[src/sv/ipf_pkg.sv]
// Shared types, constants and helpers for the integer field formatter.
`timescale 1ns / 1ps

package ipf_pkg;

	localparam int VALUE_BITS_DEF      = 64;
	localparam int MAX_FIELD_WIDTH_DEF = 64;

	// character positions within one field
	localparam int POS_W = 7;

	localparam logic [5:0] PREC_LIMIT = 6'd40;

	localparam logic [1:0] RADIX_DEC = 2'd0;
	localparam logic [1:0] RADIX_OCT = 2'd1;

	localparam logic [7:0] CH_SPACE = 8'h20;
	localparam logic [7:0] CH_PLUS  = 8'h2B;
	localparam logic [7:0] CH_MINUS = 8'h2D;
	localparam logic [7:0] CH_ZERO  = 8'h30;
	localparam logic [7:0] CH_X_LO  = 8'h78;
	localparam logic [7:0] CH_X_UP  = 8'h58;
	localparam logic [7:0] CH_A_LO  = 8'h61;
	localparam logic [7:0] CH_A_UP  = 8'h41;

	typedef struct packed {
		logic [63:0] magnitude;
		logic        negative;
		logic [1:0]  radix;
		logic        upper_case;
		logic        left_justify;
		logic        force_sign;
		logic        zero_pad;
		logic        alternate;
		logic        space_sign;
		logic [6:0]  field_width;
		logic        precision_given;
		logic [5:0]  precision;
	} ipf_req_t;

	typedef struct packed {
		logic [7:0] character;
		logic       last;
	} ipf_res_t;

	// commands from the sequencer to the digit unit
	typedef struct packed {
		logic load;
		logic conv;
		logic norm;
		logic pop;
	} ipf_dctl_t;

	typedef struct packed {
		logic conv_done;
		logic norm_done;
	} ipf_dstat_t;

	typedef enum logic [2:0] {
		ST_IDLE,
		ST_CONV,
		ST_NORM,
		ST_LAYOUT,
		ST_PLAN,
		ST_BOUND,
		ST_EMIT
	} ipf_state_t;

	// "0123456789abcdef" / "0123456789ABCDEF"
	function automatic logic [7:0] digit_char(input logic [3:0] d, input logic upper);
		logic [7:0] base;
		base = upper ? CH_A_UP : CH_A_LO;
		if (d < 4'd10)
			digit_char = CH_ZERO + {4'b0, d};
		else
			digit_char = base + {4'b0, d} - 8'd10;
	endfunction

endpackage

[src/sv/integer_field_formatter.sv]
// Integer field formatter: printf-style conversion of one integer to a stream of characters.
// Steps: load, shift-add-3 conversion for decimal (none for octal/hex), leading-zero strip
// in the digit unit, the layout, plan and bound states, then one character per cycle; the
// result stream is registered and starts in the cycle after emission begins. A new request
// is accepted only in idle, once the previous request has been fully emitted.
// Async active-low reset returns the sequencer to idle with no result pending; results cannot stall.
`timescale 1ns / 1ps

module integer_field_formatter #(
	parameter int VALUE_BITS      = ipf_pkg::VALUE_BITS_DEF,
	parameter int MAX_FIELD_WIDTH = ipf_pkg::MAX_FIELD_WIDTH_DEF
) (
	input  logic              clk,
	input  logic              arst_n,
	input  logic              start,
	output logic              busy,
	input  ipf_pkg::ipf_req_t request,
	output logic              strobe,
	output ipf_pkg::ipf_res_t result
);
	import ipf_pkg::*;

	localparam int NDIG = (VALUE_BITS + 2) / 3;
	localparam int NDW = $clog2(NDIG + 1);
	localparam logic [POS_W-1:0] WMAX = POS_W'(MAX_FIELD_WIDTH);

	ipf_state_t state_q, state_n;
	ipf_dctl_t  dctl;
	ipf_dstat_t dstat;
	logic [NDW-1:0] ndig_raw;
	logic [3:0]     top_digit;

	ipf_req_t         req_q;
	logic [POS_W-1:0] width_q;
	logic [5:0]       prec_q;
	logic             zero_q;

	logic [POS_W-1:0] ndig_q, zeros_q, pad_q;
	logic [1:0]       pre_q;
	logic             has_sign_q;
	logic [7:0]       sign_q;
	logic [POS_W-1:0] lead_q, esign_q, epre_q, ezero_q, edig_q, total_q, pos_q;

	logic             strobe_q;
	ipf_res_t         result_q;

	logic [VALUE_BITS-1:0] mag_v;
	logic                  accept;

	assign mag_v = request.magnitude[VALUE_BITS-1:0];
	assign accept = start && (state_q == ST_IDLE);
	assign busy = (state_q != ST_IDLE);
	assign strobe = strobe_q;
	assign result = result_q;

	ipf_digit_unit #(.VALUE_BITS(VALUE_BITS)) u_digits (
		.clk       (clk),
		.arst_n    (arst_n),
		.ctl       (dctl),
		.mag       (mag_v),
		.radix     (request.radix),
		.stat      (dstat),
		.ndig      (ndig_raw),
		.top_digit (top_digit)
	);

	// next state
	always_comb begin
		state_n = state_q;
		unique case (state_q)
			ST_IDLE:   if (start) state_n = ST_CONV;
			ST_CONV:   if (dstat.conv_done) state_n = ST_NORM;
			ST_NORM:   if (dstat.norm_done) state_n = ST_LAYOUT;
			ST_LAYOUT: state_n = ST_PLAN;
			ST_PLAN:   state_n = ST_BOUND;
			ST_BOUND:  state_n = ST_EMIT;
			ST_EMIT:   if (pos_q + POS_W'(1) >= total_q) state_n = ST_IDLE;
			default:   state_n = ST_IDLE;
		endcase
	end

	logic in_digits;
	assign in_digits = (pos_q >= ezero_q) && (pos_q < edig_q);

	// unit commands
	always_comb begin
		dctl = '0;
		unique case (state_q)
			ST_IDLE:  dctl.load = start;
			ST_CONV:  dctl.conv = 1'b1;
			ST_NORM:  dctl.norm = 1'b1;
			ST_EMIT:  dctl.pop = in_digits;
			default:  dctl = '0;
		endcase
	end

	always_ff @(posedge clk or negedge arst_n) begin
		if (!arst_n)
			state_q <= ST_IDLE;
		else
			state_q <= state_n;
	end

	// layout arithmetic
	logic [POS_W-1:0] ndig_eff, zeros_l, body, zeros_p, pad_p;
	logic [1:0]       pre_l;
	logic             radix_hex;
	logic [7:0]       ch;

	always_comb begin
		radix_hex = (req_q.radix != RADIX_DEC) && (req_q.radix != RADIX_OCT);
		ndig_eff = (req_q.precision_given && prec_q == 6'd0 && zero_q) ? '0
			: POS_W'(ndig_raw);
		zeros_l = (req_q.precision_given && ndig_eff < POS_W'(prec_q))
			? POS_W'(prec_q) - ndig_eff : '0;
		pre_l = 2'd0;
		if (req_q.alternate) begin
			if (radix_hex && !zero_q)
				pre_l = 2'd2;
			else if (req_q.radix == RADIX_OCT && zeros_l == '0 &&
			         !(zero_q && ndig_eff != '0))
				pre_l = 2'd1;
		end

		body = ndig_q + zeros_q + POS_W'(pre_q) + POS_W'(has_sign_q);
		zeros_p = zeros_q;
		pad_p = '0;
		if (!req_q.precision_given && req_q.zero_pad && !req_q.left_justify &&
		    width_q > body)
			zeros_p = zeros_q + (width_q - body);
		else if (width_q > body)
			pad_p = width_q - body;
	end

	// character at the current position
	always_comb begin
		if (pos_q < lead_q)
			ch = CH_SPACE;
		else if (pos_q < esign_q)
			ch = sign_q;
		else if (pos_q < epre_q)
			ch = (pos_q == esign_q) ? CH_ZERO : (req_q.upper_case ? CH_X_UP : CH_X_LO);
		else if (pos_q < ezero_q)
			ch = CH_ZERO;
		else if (pos_q < edig_q)
			ch = digit_char(top_digit, req_q.upper_case);
		else
			ch = CH_SPACE;
	end

	always_ff @(posedge clk) begin
		if (accept) begin
			req_q <= request;
			width_q <= (request.field_width > WMAX) ? WMAX : request.field_width;
			prec_q <= (request.precision > PREC_LIMIT) ? PREC_LIMIT : request.precision;
			zero_q <= (mag_v == '0);
		end
		if (state_q == ST_LAYOUT) begin
			ndig_q <= ndig_eff;
			zeros_q <= zeros_l;
			pre_q <= pre_l;
			has_sign_q <= req_q.negative || req_q.force_sign || req_q.space_sign;
			sign_q <= req_q.negative ? CH_MINUS : (req_q.force_sign ? CH_PLUS : CH_SPACE);
		end
		if (state_q == ST_PLAN) begin
			zeros_q <= zeros_p;
			pad_q <= pad_p;
		end
		if (state_q == ST_BOUND) begin
			lead_q <= req_q.left_justify ? '0 : pad_q;
			esign_q <= (req_q.left_justify ? '0 : pad_q) + POS_W'(has_sign_q);
			epre_q <= (req_q.left_justify ? '0 : pad_q) + POS_W'(has_sign_q) + POS_W'(pre_q);
			ezero_q <= (req_q.left_justify ? '0 : pad_q) + POS_W'(has_sign_q)
				+ POS_W'(pre_q) + zeros_q;
			edig_q <= (req_q.left_justify ? '0 : pad_q) + POS_W'(has_sign_q)
				+ POS_W'(pre_q) + zeros_q + ndig_q;
			total_q <= pad_q + POS_W'(has_sign_q) + POS_W'(pre_q) + zeros_q + ndig_q;
			pos_q <= '0;
		end
		if (state_q == ST_EMIT) begin
			pos_q <= pos_q + POS_W'(1);
			result_q.character <= ch;
			result_q.last <= (pos_q + POS_W'(1) == total_q);
		end
	end

	always_ff @(posedge clk or negedge arst_n) begin
		if (!arst_n)
			strobe_q <= 1'b0;
		else
			strobe_q <= (state_q == ST_EMIT) && (pos_q < total_q);
	end

	// checks
	a_busy_after_accept: assert property (@(posedge clk) disable iff (!arst_n)
		start && !busy |=> busy)
		else $error("request accepted but block not busy");

	a_idle_no_result: assert property (@(posedge clk) disable iff (!arst_n)
		!busy |=> !strobe)
		else $error("result strobe without a request in flight");

	a_stream_contiguous: assert property (@(posedge clk) disable iff (!arst_n)
		strobe && !result.last |=> strobe)
		else $error("character stream broke before last");

	a_last_ends_stream: assert property (@(posedge clk) disable iff (!arst_n)
		strobe && result.last |=> !strobe)
		else $error("character after last");

endmodule

[src/sv/ipf_digit_unit.sv]
// Digit register: radix split, shift-add-3 decimal conversion, leading-zero strip, digit pop.
`timescale 1ns / 1ps

module ipf_digit_unit #(
	parameter int VALUE_BITS = ipf_pkg::VALUE_BITS_DEF,
	localparam int NDIG = (VALUE_BITS + 2) / 3,
	localparam int NDW = $clog2(NDIG + 1)
) (
	input  logic                  clk,
	input  logic                  arst_n,
	input  ipf_pkg::ipf_dctl_t    ctl,
	input  logic [VALUE_BITS-1:0] mag,
	input  logic [1:0]            radix,
	output ipf_pkg::ipf_dstat_t   stat,
	output logic [NDW-1:0]        ndig,
	output logic [3:0]            top_digit
);
	import ipf_pkg::*;

	localparam int DW = 4 * NDIG;
	localparam int BW = $clog2(VALUE_BITS + 1);

	logic [DW-1:0]         dig_q;
	logic [VALUE_BITS-1:0] bin_q;
	logic [BW-1:0]         bits_q;
	logic [NDW-1:0]        cnt_q;

	logic [DW-1:0]   adj;
	logic [DW-1:0]   oct_ld;
	logic [DW-1:0]   hex_ld;
	logic [3*NDIG-1:0] ext3;

	always_comb begin
		ext3 = (3 * NDIG)'(mag);
		hex_ld = DW'(mag);
		for (int i = 0; i < NDIG; i++) begin
			oct_ld[4*i +: 4] = {1'b0, ext3[3*i +: 3]};
			adj[4*i +: 4] = (dig_q[4*i +: 4] >= 4'd5) ? dig_q[4*i +: 4] + 4'd3
				: dig_q[4*i +: 4];
		end
	end

	assign top_digit = dig_q[DW-1 -: 4];
	assign ndig = cnt_q;
	assign stat.conv_done = (bits_q == '0);
	assign stat.norm_done = (top_digit != 4'd0) || (cnt_q == NDW'(1));

	always_ff @(posedge clk or negedge arst_n) begin
		if (!arst_n) begin
			bits_q <= '0;
			cnt_q <= '0;
		end else if (ctl.load) begin
			bits_q <= (radix == RADIX_DEC) ? BW'(VALUE_BITS) : '0;
			cnt_q <= NDW'(NDIG);
		end else if (ctl.conv && bits_q != '0) begin
			bits_q <= bits_q - BW'(1);
		end else if (ctl.norm && !stat.norm_done) begin
			cnt_q <= cnt_q - NDW'(1);
		end
	end

	always_ff @(posedge clk) begin
		if (ctl.load) begin
			bin_q <= mag;
			unique case (radix)
				RADIX_DEC: dig_q <= '0;
				RADIX_OCT: dig_q <= oct_ld;
				default:   dig_q <= hex_ld;
			endcase
		end else if (ctl.conv && bits_q != '0) begin
			dig_q <= {adj[DW-2:0], bin_q[VALUE_BITS-1]};
			bin_q <= {bin_q[VALUE_BITS-2:0], 1'b0};
		end else if ((ctl.norm && !stat.norm_done) || ctl.pop) begin
			dig_q <= {dig_q[DW-5:0], 4'd0};
		end
	end

endmodule
[config.mk]
export PLATFORM = sky130hd
export DESIGN_NAME = integer_field_formatter
export DESIGN_NICKNAME = d
export VERILOG_FILES = /design/src/sv/ipf_pkg.sv /design/src/sv/integer_field_formatter.sv /design/src/sv/ipf_digit_unit.sv
export SDC_FILE = /design/constraint.sdc
export NUM_CORES = 1
export LEC_CHECK = 0
export BUFFER_PORTS_ARGS = -buffer_cell sky130_fd_sc_hd__buf_2
export CORE_MARGIN = 5
export CORE_UTILIZATION = 60
export CTS_CLUSTER_DIAMETER = 80
export DETAILED_ROUTE_END_ITERATION = 10
export PLACE_DENSITY = 0.9
export SETUP_SLACK_MARGIN = 0.2
export SYNTH_ARGS = -nofsm -noshare
export SYNTH_HDL_FRONTEND = slang
export SYNTH_SLANG_ARGS = --single-unit
[constraint.sdc]
create_clock -name clk -period 14.2 [get_ports clk]
set_input_delay 2.84 -clock clk [delete_from_list [all_inputs] [get_ports clk]]
set_output_delay 2.84 -clock clk [all_outputs]
set_load 0.005 [all_outputs]
# After elaboration in Yosys (flattened, before gate mapping)
# Cells that the tools add are included.
[word_totals]
elab_cells = 239
register_bits = 282
output_inout_bits = 11
[op_classes]
eq_ne = 18
n_reduce_logical = 46
n_mux = 62
n_lt_le_gt_ge = 35
n_addsub = 42
bitwise = 2
[ops]
columns = ["op", "count"]
rows = [
  ["88-bit 2-to-1 mux", 3],
  ["85-bit one-hot mux with 2 select lines", 1],
  ["64-bit 2-to-1 mux", 2],
  ["4-bit by 3-bit >= comparator with 1-bit output (second input constant)", 22],
  ["4-bit 2-to-1 mux", 22],
  ["4-bit by 2-bit adder with 4-bit output (second input constant)", 21],
  ["7-bit 2-to-1 mux", 11],
  ["64-bit logical NOT", 1],
  ["7-bit adder", 6],
  ["7-bit < comparator", 6],
  ["8-bit 2-to-1 mux", 5],
  ["7-bit by 1-bit adder with 7-bit output", 3],
  ["7-bit by 2-bit adder with 7-bit output", 3],
  ["3-bit one-hot mux with 7 select lines", 1],
  ["5-bit 2-to-1 mux", 4],
  ["1-bit logical AND", 16],
  ["3-bit 2-to-1 mux", 5],
  ["7-bit equality test", 2],
  ["7-bit >= comparator", 2],
  ["7-bit logical NOT", 2],
  ["7-bit nonzero test", 2],
  ["6-bit 2-to-1 mux", 2],
  ["2-bit inequality test (second input constant)", 5],
  ["2-bit nonzero test", 5],
  ["other kinds (33)", 53],
]

# Logic depth before layout (Yosys ltp)
[logic_depth]
depth_word = 12
ltp_mapped = 18

# By module
# From an unflattened synthesis, not the netlist that was laid out.
[unflattened]
cells_unflattened = 1631
area_unflattened_um2 = 17748.3
[modules_own_cells]
columns = ["module", "n_inst", "area_per_inst_um2", "cells_per_inst", "seq_area_each_um2"]
rows = [
  ["ipf_digit_unit", 1, 10277.4, 956, 4864.7],
  ["integer_field_formatter", 1, 7470.9, 675, 3283.1],
]

# Worst setup path before layout
# OpenSTA, ideal clock, no wires.
[synth_timing]
kind = "input port to flip-flop"
startpoint = "input start"
endpoint = "register u_digits.dig_q[0] (enable)"
path_stages = 5
setup_time_ns = 1.070
t_required_ns = 13.130
arrival_ns = 5.532
setup_slack_ns = 7.598
path_cell_list = "nand2_1 inv_2 nor2_1 buf_2 nand3_1"
[synth_via]
elab_chain_cells = 2
[synth_lines]
columns = ["element", "line_no", "source"]
rows = [
  ["start, declared", "integer_field_formatter.sv:15", "input logic start,"],
  ["1-bit 2-to-1 mux", "integer_field_formatter.sv:88", "unique case (state_q)"],
  ["3-bit nonzero test (no line)", "-", ""],
  ["end signal, assigned", "ipf_digit_unit.sv:67", "RADIX_OCT: dig_q <= oct_ld;"],
  ["end signal, assigned", "ipf_digit_unit.sv:68", "default: dig_q <= hex_ld;"],
  ["end signal, assigned", "ipf_digit_unit.sv:71", "dig_q <= {adj[DW-2:0], bin_q[VALUE_BITS-1]};"],
  ["end, declared", "ipf_digit_unit.sv:23", "logic [DW-1:0] dig_q;"],
]
# Every way passes these cells.
# A chain may end at the register's enable or synchronous reset.

# Worst setup path after layout
[layout_timing]
startpoint = "input start"
endpoint = "register u_digits.dig_q[8] (data pin)"
[layout_via]
elab_chain_cells = 2
[layout_lines]
columns = ["element", "line_no", "source"]
rows = [
  ["1-bit 2-to-1 mux", "integer_field_formatter.sv:88", ""],
  ["88-bit 2-to-1 mux", "ipf_digit_unit.sv:63", "if (ctl.load) begin"],
]
# Every way passes these cells.

==> impl_metrics.py <==
metrics = {
    "logic_synthesis": {
        "avgSynthCellArea_um2": 9.94,
        "synth_seq_area_share_pct": 47.2,
        "ys.flop_type": "edfxtp_1",
        "syn_area_mm2": 0.0173,
        "synthCells": 1736,
        "async_reset_ff_share_pct": 5.84,
        "ys_ff_latch": 274,
        "synth_cell_type_count": 68,
        "synth_nets": 1991,
        "synth-edff-count": 258,
        "yosys_warnings": 0,
    },
    "sta": {
        "finalCriticalPeriod_ns": 5.04,
        "fin_crit_sh_pct": 35.5,
        "drv_slew": 0,
        "setup_viol": 0,
        "maxSlewHeadroom_pct": 20.2,
        "hold_viol": 0,
        "clock_skew_ns": 0.00720,
        "timing.final.ws_setup_ns": 9.16,
        "setup_tns_ns": 0,
        "tightest_slew_ns": 1.18,
        "grt_setup_unrepaired": "no",
        "max_freq_mhz": 198,
        "fin_worst_hold_slack_ns": 0.494,
    },
    "worst_hold_path": {
        "min_path_type": "flip-flop to flip-flop",
        "hold_depth": 0,
        "hold_start": "req_q[22]",
        "hold_end": "sign_q[2]",
    },
    "pwr": {
        "sw_frac_of_total_pct": 41.9,
        "clkPwrFrac_pct": 14.7,
        "power_density_mw_per_mm2": 270,
        "p_leak_nw": 7.78,
        "peakVddDrop_uv": 166,
        "sequentialPowerShare_pct": 34.3,
        "pwr-share-comb_pct": 51.0,
        "power.internal_mw": 2.99,
        "p_switching_mw": 2.16,
    },
    "drt": {
        "dr.pass1.iters": 6,
        "vias": 13732,
        "wl_per_cell_um": 19.6,
        "drt_iter0_drc": 1454,
        "vias_per_cell": 6.18,
        "routed_wl_mm": 43.6,
        "route.detailed.drc": 0,
        "detail-route-antenna-nets": 0,
    },
    "critical_path": {
        "critical_path.max_stage_delay_ns": 0.82,
        "worstPathArrival_ns": 5.30,
        "endpoint_kind": "flip-flop",
        "reg2reg_depth": 16,
        "cp.required_ns": 14.45,
        "r2r_start": "zeros_q[1]",
        "crit_chain": "buf_2, nand2_4, inv_4, nor2_2, inv_4, buf_4, o221ai_1",
        "r2r_end": "zeros_q[6]",
        "critical-path-slowest-cell": "buf_4",
        "timing.critical_path.mode_cell": "inv_4",
        "cp-start-kind": "input pin",
        "criticalPathCategory": "input pin to flip-flop",
        "regToRegSetupSlack_ns": 9.77,
        "critPathMaxFanout": 77,
    },
    "placement": {
        "dp.cells": 2164,
        "dpl_worst_slack_ns": 8.63,
        "postPlaceCellArea_mm2": 0.0181,
        "gp_congestion": 0.965,
        "port_buffers": 99,
        "hpwl_mm": 29.5,
    },
    "cts": {
        "cts-resized-gates": 0,
        "clock-root-buffer": "clkbuf_16",
        "cts_sinks": 274,
        "cts_buffers": 30,
        "cts.clk_slew.worst_paths_ns": 0.06,
        "post_cts.repair.setup_buffers": 0,
        "insertion_delay_ns": 0.55,
        "cts_tree": "yes",
        "cts_max_level": 1,
        "postCtsHoldBufs": 0,
        "cts_buffer_depth": 3,
    },
    "floorplanning": {
        "start_util_pct": 60.5,
        "die-area_mm2": 0.0323,
        "num_rows": 62,
        "die_x_um": 180,
        "die_y_um": 180,
        "coreArea_mm2": 0.0285,
        "num_io_pins": 101,
    },
    "global_routing": {
        "grt_pass1_wl_mm": 70.0,
        "grt_usage_pct": 26.1,
        "use_met2_pct": 44.0,
        "grt_pass1_vias": 13885,
        "antenna_found_initial": 1,
        "grt_max_degree": 96,
        "grt_overflow": 0,
        "busiest_layer": "met2",
        "grtUsageMet3_pct": 3.84,
        "grt_use_met1_pct": 34.1,
    },
    "cells_and_area": {
        "area_delta_synth_final_pct": 10.3,
        "fin_area_mm2": 0.0190,
        "drive_above_1_share_pct": 9.04,
        "fin_cells": 2221,
        "nets": 2067,
    },
    "run": {
        "drv_cap": 0,
    },
    "outcome": {
        "status": "completed",
    },
}
metal layers:
layer  part of all wire [%]  vias up
met5                      0        -
met4                    4.2        0
met3                    8.9      143
met2                     49      751
met1                     38     6479
li1                       -     6359
area by class of cell:
class / instances / area, µm²
fill: 2078 / 9500
multi-input combinational: 1267 / 8400
sequential: 274 / 8150
clock buffer: 53 / 938
timing repair buffer: 108 / 563
inverter: 131 / 497
tap: 384 / 480
clock inverter: 3 / 17.5
antenna: 1 / 2.50
registers in the layout (all words and copies together), names as in the netlist, 5 cells and up:
signal           flops
esign_q              7
result               8
u_digits.bits_q      7
u_digits.ndig        5
width_q              7
lead_q               7
total_q              7
ezero_q              7
u_digits.bin_q      64
pos_q                7
zeros_q              7
epre_q               7
u_digits.dig_q      88
edig_q               7
prec_q               6
pad_q                7
ndig_q               5
req_q               10
how the worst max path moves through the flow:
stage	end	cells after the start	from
4_1_cts	u_digits.dig_q[8]	7	start
2_1_floorplan	u_digits.dig_q[0]	5	start
6_report	u_digits.dig_q[8]	7	start
3_3_place_gp	u_digits.dig_q[20]	7	start
5_1_grt	u_digits.dig_q[16]	7	start
3_5_place_dp	u_digits.dig_q[24]	7	start
power groups by stage:
| stage | Combinational, mW | Sequential, mW | Clock [mW] |
|---|---|---|---|
| after floorplan | 1.97 | 1.68 | 0 |
| after global placement | 2.37 | 1.74 | 0 |
| after detailed placement | 2.55 | 1.76 | 0 |
| after CTS | 2.60 | 1.75 | 0.764 |
| after global routing | 2.92 | 1.80 | 0.797 |
| final | 2.62 | 1.77 | 0.758 |
critical path, delay by kind of cell:
kind	cells	cell delay, ns
simple gates	2	0.45
buf+inv	4	1.66
compound gates	1	0.21
metrics by stage:
stage	util [%]	total power [mW]
final	66.7	5.15
after global routing	66.7	5.51
after CTS	66.7	5.12
after detailed placement	63.4	4.31
after global placement	63.4	4.12
after floorplan	-	3.65
synthesized netlist by cell type (14+ instances only):
cell type	instances	area, µm²
nand2_1	352	1320
edfxtp_1	258	7750
ha_1	148	1850
inv_1	129	484
a21oi_1	112	561
o21ai_0	80	400
nor2_1	68	255
xnor2_1	57	499
clkbuf_1	46	173
nand3_1	46	230
nor3b_1	31	233
o221ai_1	31	272
nand2b_1	29	181
o21ai_1	29	145
nor2b_1	28	175
nor4_1	22	138
a21o_1	20	150
a221o_1	20	200
a22oi_1	20	150
fa_1	17	340
o211ai_1	17	128
xor2_1	17	149
dfrtp_1	16	400
mux2i_1	14	140
cell families after synthesis:
kind of cell | after synthesis | share of synthesized area, %
AOI/OAI and AO/OA | 380 | 13.9
xor gates and xnor gates | 76 | 4.01
adders and majority gates | 165 | 12.7
buffers and inverters | 195 | 4.39
DFF | 274 | 47.2
muxes | 14 | 0.812
other | 1 | 0.0217
and+or+nand+nor | 631 | 17.0
layout by cell type (no fill, tap or decap), types with 5 or more instances in the layout:
master,Yosys,routed
nand3_1,46,45
o211ai_1,17,17
a221o_1,20,20
o21bai_1,8,8
mux2i_1,14,14
o21ai_0,80,80
nor2b_1,28,28
o21ai_1,29,29
o221ai_1,31,31
a21o_1,20,20
nand2_1,352,351
fa_1,17,17
nor4_1,22,22
buf_2,12,99
nor3b_1,31,31
clkbuf_8,0,8
buf_4,1,9
nand4_1,12,12
and2_1,10,10
dfrtp_1,16,16
nor2_1,68,66
edfxtp_1,258,258
a22oi_1,20,20
clkbuf_16,0,31
a21oi_1,112,112
nand2b_1,29,29
o21a_1,9,9
xor2_1,17,17
xnor2_1,57,57
o22ai_1,6,6
nor3_1,5,5
ha_1,148,148
clkbuf_1,46,14
inv_1,129,129
No activity file was read; power rests on OpenSTA's default activity.
